## config.mk

```make
export PLATFORM = sky130hd
export DESIGN_NAME = spin_ring_exchange_terms_flat
export DESIGN_NICKNAME = d
export VERILOG_FILES = /design/src/hw/rtl/srx_pkg.sv /design/src/hw/rtl/srx_if.sv /design/src/hw/rtl/srx_term_gen.sv /design/src/hw/rtl/spin_ring_exchange_terms.sv /design/src/flat_wrapper.sv
export SDC_FILE = /design/constraint.sdc
export NUM_CORES = 1
export LEC_CHECK = 0
export BUFFER_PORTS_ARGS = -buffer_cell sky130_fd_sc_hd__buf_4
export CAP_MARGIN = 10
export CORE_ASPECT_RATIO = 1.2
export CORE_MARGIN = 5
export CORE_UTILIZATION = 35
export CTS_CLUSTER_DIAMETER = 30
export CTS_CLUSTER_SIZE = 20
export DETAILED_ROUTE_END_ITERATION = 8
export GPL_TIMING_DRIVEN = 1
export HOLD_SLACK_MARGIN = 0.02
export PLACE_DENSITY = 0.57
export SLEW_MARGIN = 10
export SYNTH_ARGS = -nofsm -noshare
export SYNTH_HDL_FRONTEND = slang
export SYNTH_SLANG_ARGS = --single-unit
```

## constraint.sdc

```tcl
create_clock -name clock -period 7.6 [get_ports clock]
set_clock_uncertainty 0.05 [all_clocks]
set_input_delay 1.14 -clock clock [delete_from_list [all_inputs] [get_ports clock]]
set_output_delay 1.14 -clock clock [all_outputs]
set_load 0.03 [all_outputs]
```

## src/hw/rtl/srx_pkg.sv

```systemverilog
`default_nettype none

package srx_pkg;

   // system size and field widths
   localparam int SPIN_COUNT = 32;
   localparam int STATE_W    = 32;
   localparam int SITE_W     = 5;
   localparam int RING_W     = 4;
   localparam int STRENGTH_W = 32;
   localparam int COEF_W     = 36;

   // at most one diagonal term plus five off-diagonal terms per item
   localparam int MAX_OFF    = 5;
   localparam int MAX_TERMS  = MAX_OFF + 1;
   localparam int TERM_IDX_W = $clog2(MAX_TERMS);
   localparam int OFF_IDX_W  = $clog2(MAX_OFF);

   // spins at or above the system size read as down
   localparam logic [STATE_W-1:0] STATE_MASK =
      (SPIN_COUNT >= STATE_W) ? {STATE_W{1'b1}}
                              : STATE_W'((64'd1 << SPIN_COUNT) - 64'd1);

   // term kinds on the result channel
   localparam logic TERM_DIAG    = 1'b0;
   localparam logic TERM_OFFDIAG = 1'b1;

   typedef enum logic [1:0] {
      RING_PLUS,
      RING_MINUS,
      RING_FLIP
   } ring_kind_type;

   typedef struct packed {
      logic [1:0]    up;
      logic [1:0]    down;
      ring_kind_type kind;
   } ring_term_type;

   // one held input item
   typedef struct packed {
      logic [STATE_W-1:0]           basis_state;
      logic [SITE_W-1:0]            site_first;
      logic [SITE_W-1:0]            site_second;
      logic [SITE_W-1:0]            site_third;
      logic [SITE_W-1:0]            site_fourth;
      logic signed [STRENGTH_W-1:0] ring_strength;
   } item_type;

   // one generated term
   typedef struct packed {
      logic                     term_kind;
      logic [STATE_W-1:0]       target_state;
      logic signed [COEF_W-1:0] coefficient;
      logic                     last_term;
   } term_type;

   localparam ring_term_type NO_TERM = '{2'd0, 2'd0, RING_PLUS};

   // number of off-diagonal terms per spin pattern
   localparam logic [TERM_IDX_W-1:0] RING_COUNT [16] = '{
      3'd0, 3'd3, 3'd3, 3'd4, 3'd3, 3'd5, 3'd4, 3'd3,
      3'd3, 3'd4, 3'd5, 3'd3, 3'd4, 3'd3, 3'd3, 3'd0
   };

   // off-diagonal terms per spin pattern, pattern bit i is the spin of site i
   localparam ring_term_type RING_TABLE [16][MAX_OFF] = '{
      '{NO_TERM, NO_TERM, NO_TERM, NO_TERM, NO_TERM},
      '{'{2'd1, 2'd0, RING_PLUS}, '{2'd3, 2'd0, RING_PLUS}, '{2'd2, 2'd0, RING_MINUS},
        NO_TERM, NO_TERM},
      '{'{2'd0, 2'd1, RING_PLUS}, '{2'd2, 2'd1, RING_PLUS}, '{2'd3, 2'd1, RING_MINUS},
        NO_TERM, NO_TERM},
      '{'{2'd3, 2'd0, RING_MINUS}, '{2'd2, 2'd1, RING_MINUS}, '{2'd2, 2'd0, RING_PLUS},
        '{2'd3, 2'd1, RING_PLUS}, NO_TERM},
      '{'{2'd1, 2'd2, RING_PLUS}, '{2'd3, 2'd2, RING_PLUS}, '{2'd0, 2'd2, RING_MINUS},
        NO_TERM, NO_TERM},
      '{'{2'd1, 2'd0, RING_FLIP}, '{2'd3, 2'd2, RING_MINUS}, '{2'd1, 2'd0, RING_MINUS},
        '{2'd1, 2'd2, RING_MINUS}, '{2'd3, 2'd0, RING_MINUS}},
      '{'{2'd3, 2'd2, RING_MINUS}, '{2'd0, 2'd1, RING_MINUS}, '{2'd0, 2'd2, RING_PLUS},
        '{2'd3, 2'd1, RING_PLUS}, NO_TERM},
      '{'{2'd3, 2'd0, RING_PLUS}, '{2'd3, 2'd2, RING_PLUS}, '{2'd3, 2'd1, RING_MINUS},
        NO_TERM, NO_TERM},
      '{'{2'd0, 2'd3, RING_PLUS}, '{2'd2, 2'd3, RING_PLUS}, '{2'd1, 2'd3, RING_MINUS},
        NO_TERM, NO_TERM},
      '{'{2'd1, 2'd0, RING_MINUS}, '{2'd2, 2'd3, RING_MINUS}, '{2'd1, 2'd3, RING_PLUS},
        '{2'd2, 2'd0, RING_PLUS}, NO_TERM},
      '{'{2'd0, 2'd1, RING_FLIP}, '{2'd0, 2'd1, RING_MINUS}, '{2'd2, 2'd3, RING_MINUS},
        '{2'd0, 2'd3, RING_MINUS}, '{2'd2, 2'd1, RING_MINUS}},
      '{'{2'd2, 2'd1, RING_PLUS}, '{2'd2, 2'd3, RING_PLUS}, '{2'd2, 2'd0, RING_MINUS},
        NO_TERM, NO_TERM},
      '{'{2'd1, 2'd2, RING_MINUS}, '{2'd0, 2'd3, RING_MINUS}, '{2'd1, 2'd3, RING_PLUS},
        '{2'd0, 2'd2, RING_PLUS}, NO_TERM},
      '{'{2'd1, 2'd0, RING_PLUS}, '{2'd1, 2'd2, RING_PLUS}, '{2'd1, 2'd3, RING_MINUS},
        NO_TERM, NO_TERM},
      '{'{2'd0, 2'd1, RING_PLUS}, '{2'd0, 2'd3, RING_PLUS}, '{2'd0, 2'd2, RING_MINUS},
        NO_TERM, NO_TERM},
      '{NO_TERM, NO_TERM, NO_TERM, NO_TERM, NO_TERM}
   };

endpackage

`default_nettype wire

```

## src/hw/rtl/srx_if.sv

```systemverilog
`default_nettype none

// input channel: one basis state with its ring
interface srx_req_if;
   logic                                    valid;
   logic                                    ready;
   logic [srx_pkg::STATE_W-1:0]             basis_state;
   logic [srx_pkg::SITE_W-1:0]              site_first;
   logic [srx_pkg::SITE_W-1:0]              site_second;
   logic [srx_pkg::SITE_W-1:0]              site_third;
   logic [srx_pkg::SITE_W-1:0]              site_fourth;
   logic signed [srx_pkg::STRENGTH_W-1:0]   ring_strength;

   modport source (
      output valid, basis_state, site_first, site_second, site_third, site_fourth,
             ring_strength,
      input  ready
   );
   modport sink (
      input  valid, basis_state, site_first, site_second, site_third, site_fourth,
             ring_strength,
      output ready
   );
endinterface

// result channel: one term
interface srx_rsp_if;
   logic                                valid;
   logic                                ready;
   logic                                term_kind;
   logic [srx_pkg::STATE_W-1:0]         target_state;
   logic signed [srx_pkg::COEF_W-1:0]   coefficient;
   logic                                last_term;

   modport source (
      output valid, term_kind, target_state, coefficient, last_term,
      input  ready
   );
   modport sink (
      input  valid, term_kind, target_state, coefficient, last_term,
      output ready
   );
endinterface

`default_nettype wire

```

## src/hw/rtl/srx_term_gen.sv

```systemverilog
`default_nettype none

module srx_term_gen (
   input  srx_pkg::item_type                      item,
   input  logic [srx_pkg::TERM_IDX_W-1:0]         term_idx,
   output srx_pkg::term_type                      term
);
   import srx_pkg::*;

   logic [STATE_W-1:0]       state_masked;
   logic [STATE_W-1:0]       site_mask [RING_W];
   logic [SITE_W-1:0]        sites [RING_W];
   logic [RING_W-1:0]        pattern;
   logic [OFF_IDX_W-1:0]     off_idx;
   ring_term_type            entry;
   logic [1:0]               up_far;
   logic [1:0]               down_far;
   logic [STATE_W-1:0]       next_state;
   logic signed [COEF_W-1:0] j_ext;
   logic signed [COEF_W-1:0] off_coef;

   assign sites[0] = item.site_first;
   assign sites[1] = item.site_second;
   assign sites[2] = item.site_third;
   assign sites[3] = item.site_fourth;

   // spins of the four ring sites
   assign state_masked = item.basis_state & STATE_MASK;
   always_comb begin
      for (int i = 0; i < RING_W; i++) begin
         site_mask[i] = (STATE_W'(1) << sites[i]) & STATE_MASK;
         pattern[i]   = |(state_masked & site_mask[i]);
      end
   end

   // table entry of the current off-diagonal term
   assign off_idx  = (term_idx == '0) ? '0 : OFF_IDX_W'(term_idx - TERM_IDX_W'(1));
   assign entry    = RING_TABLE[pattern][off_idx];
   assign up_far   = entry.up + 2'd2;
   assign down_far = entry.down + 2'd2;

   // raise then lower, and the opposite pair too on a four-site flip
   always_comb begin
      next_state = (state_masked | site_mask[entry.up]) & ~site_mask[entry.down];
      if (entry.kind == RING_FLIP) begin
         next_state = (next_state | site_mask[up_far]) & ~site_mask[down_far];
      end
   end

   // coefficients in 20 fraction bits: J/16 -> J, J/8 -> 2J, J/2 -> 8J
   assign j_ext = COEF_W'(item.ring_strength);
   always_comb begin
      unique case (entry.kind)
         RING_PLUS:  off_coef = j_ext <<< 1;
         RING_MINUS: off_coef = -(j_ext <<< 1);
         RING_FLIP:  off_coef = j_ext <<< 3;
         default:    off_coef = j_ext <<< 1;
      endcase
   end

   // diagonal term first, then the table terms
   always_comb begin
      if (term_idx == '0) begin
         term.term_kind    = TERM_DIAG;
         term.target_state = state_masked;
         term.coefficient  = (^pattern) ? -j_ext : j_ext;
      end else begin
         term.term_kind    = TERM_OFFDIAG;
         term.target_state = next_state & STATE_MASK;
         term.coefficient  = off_coef;
      end
      term.last_term = (term_idx == RING_COUNT[pattern]);
   end

endmodule

`default_nettype wire

```

## src/hw/rtl/spin_ring_exchange_terms.sv

```systemverilog
`default_nettype none

// Four-spin ring exchange term generator. Each accepted item (basis state,
// four ring sites, coupling J) yields its diagonal term first, then the
// off-diagonal terms of its ring spin pattern, one result item per cycle while
// the output side is ready, the final one flagged by last_term. An item
// therefore yields 1, 4, 5 or 6 terms (one plus its off-diagonal count); that
// count, with the single result register feeding the output channel, sets the
// sustained rate. The next item is taken in the cycle that the previous item's
// final term moves into the result register, so items follow each other
// without a gap while the output side keeps ready high. An accepted item is
// held in the item register, and its terms pass through the result register.
module spin_ring_exchange_terms (
   input  logic      clock,
   input  logic      reset,
   srx_req_if.sink   req_ch,
   srx_rsp_if.source rsp_ch
);
   import srx_pkg::*;

   // held item and term counter
   logic                  hold_valid_ff;
   logic                  hold_valid_in;
   item_type              item_ff;
   logic [TERM_IDX_W-1:0] term_idx_ff;
   logic [TERM_IDX_W-1:0] term_idx_in;

   // result register
   logic                  out_valid_ff;
   logic                  out_valid_in;
   term_type              out_ff;

   term_type              gen_term;
   logic                  advance;
   logic                  accept;
   item_type              req_item;

   assign req_item.basis_state   = req_ch.basis_state;
   assign req_item.site_first    = req_ch.site_first;
   assign req_item.site_second   = req_ch.site_second;
   assign req_item.site_third    = req_ch.site_third;
   assign req_item.site_fourth   = req_ch.site_fourth;
   assign req_item.ring_strength = req_ch.ring_strength;

   srx_term_gen u_term_gen (
      .item     (item_ff),
      .term_idx (term_idx_ff),
      .term     (gen_term)
   );

   // a term moves on when the result register is free or being emptied
   assign advance      = hold_valid_ff && (!out_valid_ff || rsp_ch.ready);
   assign req_ch.ready = !hold_valid_ff || (advance && gen_term.last_term);
   assign accept       = req_ch.valid && req_ch.ready;

   // next state of the control registers
   always_comb begin
      hold_valid_in = hold_valid_ff;
      term_idx_in   = term_idx_ff;
      if (advance) begin
         if (gen_term.last_term) begin
            hold_valid_in = 1'b0;
            term_idx_in   = '0;
         end else begin
            term_idx_in   = term_idx_ff + TERM_IDX_W'(1);
         end
      end
      if (accept) begin
         hold_valid_in = 1'b1;
         term_idx_in   = '0;
      end
      out_valid_in = advance || (out_valid_ff && !rsp_ch.ready);
   end

   always_ff @(posedge clock) begin
      if (reset) begin
         hold_valid_ff <= 1'b0;
         term_idx_ff   <= '0;
         out_valid_ff  <= 1'b0;
      end else begin
         hold_valid_ff <= hold_valid_in;
         term_idx_ff   <= term_idx_in;
         out_valid_ff  <= out_valid_in;
      end
   end

   // payload registers
   always_ff @(posedge clock) begin
      if (accept) begin
         item_ff <= req_item;
      end
      if (advance) begin
         out_ff <= gen_term;
      end
   end

   assign rsp_ch.valid        = out_valid_ff;
   assign rsp_ch.term_kind    = out_ff.term_kind;
   assign rsp_ch.target_state = out_ff.target_state;
   assign rsp_ch.coefficient  = out_ff.coefficient;
   assign rsp_ch.last_term    = out_ff.last_term;

`ifndef NO_ASSERTIONS
   // counter rests at the diagonal term when no item is held
   a_idle_idx: assert property (@(posedge clock) disable iff (reset)
      !hold_valid_ff |-> term_idx_ff == '0)
      else $error("term counter not cleared while idle");

   // counter never runs past the longest term list
   a_idx_range: assert property (@(posedge clock) disable iff (reset)
      hold_valid_ff |-> term_idx_ff <= TERM_IDX_W'(MAX_TERMS - 1))
      else $error("term counter out of range");

   // every item starts with its diagonal term
   a_diag_first: assert property (@(posedge clock) disable iff (reset)
      advance && term_idx_ff == '0 |-> gen_term.term_kind == TERM_DIAG)
      else $error("first term of an item is not diagonal");

   // an unfinished item keeps its slot and steps to the next term
   a_step: assert property (@(posedge clock) disable iff (reset)
      advance && !gen_term.last_term |=>
         hold_valid_ff && term_idx_ff == TERM_IDX_W'($past(term_idx_ff) + 1))
      else $error("term sequence broken");

   // a new item is only taken once the held one has sent its last term
   a_no_overrun: assert property (@(posedge clock) disable iff (reset)
      accept && hold_valid_ff |-> advance && gen_term.last_term)
      else $error("item accepted over an unfinished one");
`endif

endmodule

`default_nettype wire

```

## src/flat_wrapper.sv

```systemverilog
// flat-port wrapper written by rule: the top's interface ports become plain ports
module spin_ring_exchange_terms_flat import srx_pkg::*;
  (clock, reset, req_ch_valid, req_ch_basis_state, req_ch_site_first, req_ch_site_second, req_ch_site_third, req_ch_site_fourth, req_ch_ring_strength, req_ch_ready, rsp_ch_valid, rsp_ch_term_kind, rsp_ch_target_state, rsp_ch_coefficient, rsp_ch_last_term, rsp_ch_ready);
  srx_req_if req_ch_i ();
  srx_rsp_if rsp_ch_i ();
  input  logic clock;
  input  logic reset;
  input wire logic [$bits(req_ch_i.valid)-1:0] req_ch_valid;
  input wire logic [$bits(req_ch_i.basis_state)-1:0] req_ch_basis_state;
  input wire logic [$bits(req_ch_i.site_first)-1:0] req_ch_site_first;
  input wire logic [$bits(req_ch_i.site_second)-1:0] req_ch_site_second;
  input wire logic [$bits(req_ch_i.site_third)-1:0] req_ch_site_third;
  input wire logic [$bits(req_ch_i.site_fourth)-1:0] req_ch_site_fourth;
  input wire logic [$bits(req_ch_i.ring_strength)-1:0] req_ch_ring_strength;
  output wire logic [$bits(req_ch_i.ready)-1:0] req_ch_ready;
  output wire logic [$bits(rsp_ch_i.valid)-1:0] rsp_ch_valid;
  output wire logic [$bits(rsp_ch_i.term_kind)-1:0] rsp_ch_term_kind;
  output wire logic [$bits(rsp_ch_i.target_state)-1:0] rsp_ch_target_state;
  output wire logic [$bits(rsp_ch_i.coefficient)-1:0] rsp_ch_coefficient;
  output wire logic [$bits(rsp_ch_i.last_term)-1:0] rsp_ch_last_term;
  input wire logic [$bits(rsp_ch_i.ready)-1:0] rsp_ch_ready;
  assign req_ch_i.valid = req_ch_valid;
  assign req_ch_i.basis_state = req_ch_basis_state;
  assign req_ch_i.site_first = req_ch_site_first;
  assign req_ch_i.site_second = req_ch_site_second;
  assign req_ch_i.site_third = req_ch_site_third;
  assign req_ch_i.site_fourth = req_ch_site_fourth;
  assign req_ch_i.ring_strength = req_ch_ring_strength;
  assign req_ch_ready = req_ch_i.ready;
  assign rsp_ch_valid = rsp_ch_i.valid;
  assign rsp_ch_term_kind = rsp_ch_i.term_kind;
  assign rsp_ch_target_state = rsp_ch_i.target_state;
  assign rsp_ch_coefficient = rsp_ch_i.coefficient;
  assign rsp_ch_last_term = rsp_ch_i.last_term;
  assign rsp_ch_i.ready = rsp_ch_ready;
  spin_ring_exchange_terms u_core (.clock(clock), .reset(reset), .req_ch(req_ch_i), .rsp_ch(rsp_ch_i));
endmodule
```

==> metrics.md <==
| Metric | Value |
|---|---|
| FF-to-FF Start | u_core.item_ff[51] |
| Largest family of logic cells by synthesized area | compound AO/OA/AOI/OAI gates |
| Slew Limit Fails | 0 |
| Worst hold start | u_core.hold_valid_ff |
| Reg2reg setup slack | 1140 ps |
| Worst-Margin Slew | 1154 ps |
| Switching power | 2.007 mW |
| Area of the multi-input gates | 8464 sq um |
| CP Data Required Time | 7740 ps |
| Synth cell types | 96 |
| Hold buffer count at cts | 0 |
| Adder-cell share of the synthesized area | 0.01151 |
| Crit. End Element | flop |
| 1st-pass router iterations | 6 |
| RD Place Congestion | 1.034 |
| Post_cts resized | 0 |
| RR Endpoint | u_core.rsp_ch.target_state[9] |
| Post-synth net total | 1711 |
| Total Power | 4.553 mW |
| Root buf cell | clkbuf_16 |
| Int Pwr | 2.546 mW |
| Post-layout util | 0.4073 |
| Vias per inst | 6.328 |
| CP arrival | 6600 ps |
| #FFs+latches synth | 159 |
| Fin Setup TNS | 0 ps |
| Pwr/cell area | 280.6 nW/um^2 |
| Synth Area per Inst | 8.780 sq um |
| Share of layout cells above drive strength 1 | 0.1844 |
| Die H | 230.2 microns |
| Vias post-DR | 14110 |
| Sw frac | 0.4409 |
| Worst Hold Depth | 2 |
| Largest net degree at the start of global routing | 71 |
| Top post-synthesis cells by area | edfxtp_1, mux2i_1, nor2_1 |
| Post-synthesis compound-gate area fraction | 0.2142 |
| Status | complete, no violations |
| Simple-Gate Fraction of Synth Area | 0.2037 |
| Initial antenna violation count | 1 |
| Final ANT Viol Nets | 0 |
| Site Rows | 80 |
| First-pass GRT wire length | 84200 microns |
| Synth top area share | 0.3271 |
| Area delta synth->final | 14.78% |
| Syn. warnings | 0 |
| Starting Density | 0.3548 |
| Post-synth EDFFs | 154 |
| Crit share post-route | 0.8501 |
| WL per Instance | 24.93 microns |
| R2R depth | 17 |
| Mux cell area share after synthesis | 0.1414 |
| Dpl cell area | 15620 sq um |
| Design area | 16230 sq um |
| RSZ-0062 raised after global routing | no |
| Total Routing Usage GR | 0.2422 |
| Synth area leader | edfxtp_1 |
| Layout Nets | 1785 |
| Min Tclk post-route | 6461 ps |
| MaxCap Viol Count | 0 |
| GR Overflow Total | 0 |
| Hold Fails Final Rpt | 0 |
| H-tree depth | 4 |
| Clk Latency, worst-skew pair | 470 ps |
| Syn Inst Count | 1610 |
| Io pins | 160 |
| CTS tree | done |
| Leakage | 5.915 nW |
| Asr flop ratio synth | 0 |
| Slew headroom | 0.2267 |
| Die area | 44520 sq um |
| HP Class | reg2reg |
| Clock Power Share | 0.198 |
| Total wire length | 55600 microns |
| Layout fillers | 4094 |
| Clock transition at the registers of the reported paths | 70 ps |
| ANT cells | 0 |
| Initial DRC count | 1490 |
| Clock tree buffer depth | 2 |
| Post-Synth XOR/XNOR Area | 0.02487 |
| Most used DFF post-synth | edfxtp_1 |
| I/O Buffers | 159 |
| CP Class | reg2reg |
| Sequential power share | 0.281 |
| Combinational power share | 0.520 |
| Width of the die | 193.5 microns |
| CTS sink cnt | 159 |
| Achievable frequency | 0.1548 GHz |
| Peak VDD IR | 0.2415 mV |
| Worst-path maximum fanout | 28 |
| Hold slack | 433.4 ps |
| Setup Buffers After CTS | 0 |
| Vias in the first global route | 13520 |
| Remaining DRCs | 0 |
| CTS buffer count | 17 |
| Hold EP | u_core.rsp_ch.valid |
| Mapped Area | 14140 sq um |
| Sequential-to-total area share from yosys stat | 0.3342 |
| Register area | 4725 sq um |
| HPWL after DPL | 39560 microns |
| Final setup vio count | 0 |
| CORE AREA | 39840 sq um |
| Startpoint Class | flop |
## cells in the mapped netlist (17+ instances only)
cell type and n:
nand2_1 115, a32oi_1 19, clkbuf_1 67, a21oi_1 89
inv_1 67, nand3_1 41, o21ai_0 52, xnor2_1 35
nor2_1 212, edfxtp_1 154, nand2b_1 19, mux2i_1 104
buf_2 39, or3_1 17, mux2_2 26, mux4_2 24
a211oi_1 26, a31oi_1 25, a221oi_1 39, o22ai_1 30
nor3_1 81
## flip-flops by register name, summed over array words and instances, names as in the netlist
| register | count |
|---|---|
| u_core.item_ff | 84 |
| u_core.hold_valid_ff | 1 |
| u_core.term_idx_ff | 3 |
| u_core.rsp_ch.coefficient | 36 |
| u_core.rsp_ch.valid | 1 |
| u_core.rsp_ch.last_term | 1 |
| u_core.rsp_ch.term_kind | 1 |
| u_core.rsp_ch.target_state | 32 |
## placed cells by master (no fill, tap or decap), types with 12 or more instances in the layout
master     instances
nand2b_1          19
mux2_2            26
a211oi_1          26
ha_1              12
nand2_1          115
o22ai_1           30
inv_1             66
nand3_1           41
a21oi_1           89
a31oi_1           24
a221oi_1          39
nand4_1           13
mux4_2            24
edfxtp_1         154
mux2i_1          104
nor2_1           212
or2_2             13
buf_4            194
nor3_1            80
o32a_1            12
nand3b_1          13
or3_1             17
clkbuf_16         17
xnor2_1           34
a32oi_1           19
o21ai_0           52
## power groups by stage
stage	Clock [mW]	Sequential, mW	Combinational [mW]
after global placement	0	1.30	2.33
final	0.903	1.28	2.37
after detailed placement	0	1.30	2.33
after floorplan	0	1.39	1.63
after global routing	0.962	1.29	2.55
after CTS	0.932	1.28	2.34
## kinds of logic after synthesis
kind of cell | count (synthesis)
AND/OR/NAND/NOR | 599
AO/OA/AOI/OAI | 425
adder cells (fa/ha/maj) | 13
buffers and inverters | 211
flip-flops | 159
XOR/XNOR | 38
multiplexers | 165
## cell type report
cell class | count | share of cell area
Multi-Input combinational cell | 1240 | 0.5217
Timing Repair Buffer | 196 | 0.09223
Inverter | 70 | 0.01627
Clock inverter | 14 | 0.01110
Clock buffer | 18 | 0.02645
Tap cell | 533 | 0.04110
Sequential cell | 159 | 0.2912
## worst max-delay path, cell delays in order, from the launching register on
cell and delay (ps):
edfxtp_1 820, or2_1 470, o221a_1 280, o221ai_2 100, a2111oi_2 680, nand3_2 230, inv_1 110, ha_1 190
inv_1 100, or3_4 430, mux2_2 280, a21oi_2 160, and4_1 770, nor2_4 350, buf_4 330, a31oi_1 160
o221ai_1 140, a221oi_1 500
## stage by stage
stage	setup WS [ps]	cells
after global routing	798.9	2230
after floorplan	1772	1610
after detailed placement	1305	2198
after CTS	1266	2230
final	1139	2230
after global placement	1411	2198
## routing by layer
layer  vias up  track usage  share of wire
met1      6792       0.3190           0.41
met2       835       0.3745           0.45
met5         -            0        0.00023
met3       189      0.05432          0.089
met4         2       0.1239          0.052
li1       6294            -              -
## worst max-delay path by stage
| stage | cells after the start | to | slack, ps | from |
|---|---|---|---|---|
| after CTS | 17 | u_core.rsp_ch.target_state[9] | 1270 | u_core.item_ff[51] |
| after detailed placement | 17 | u_core.rsp_ch.target_state[9] | 1300 | u_core.item_ff[51] |
| final | 17 | u_core.rsp_ch.target_state[9] | 1140 | u_core.item_ff[51] |
| after global placement | 19 | u_core.rsp_ch.target_state[21] | 1410 | u_core.item_ff[47] |
| after floorplan | 12 | u_core.item_ff[0] | 1770 | u_core.item_ff[44] |
| after global routing | 17 | u_core.rsp_ch.target_state[9] | 800 | u_core.item_ff[51] |
Power figures use the tool's default switching activity.
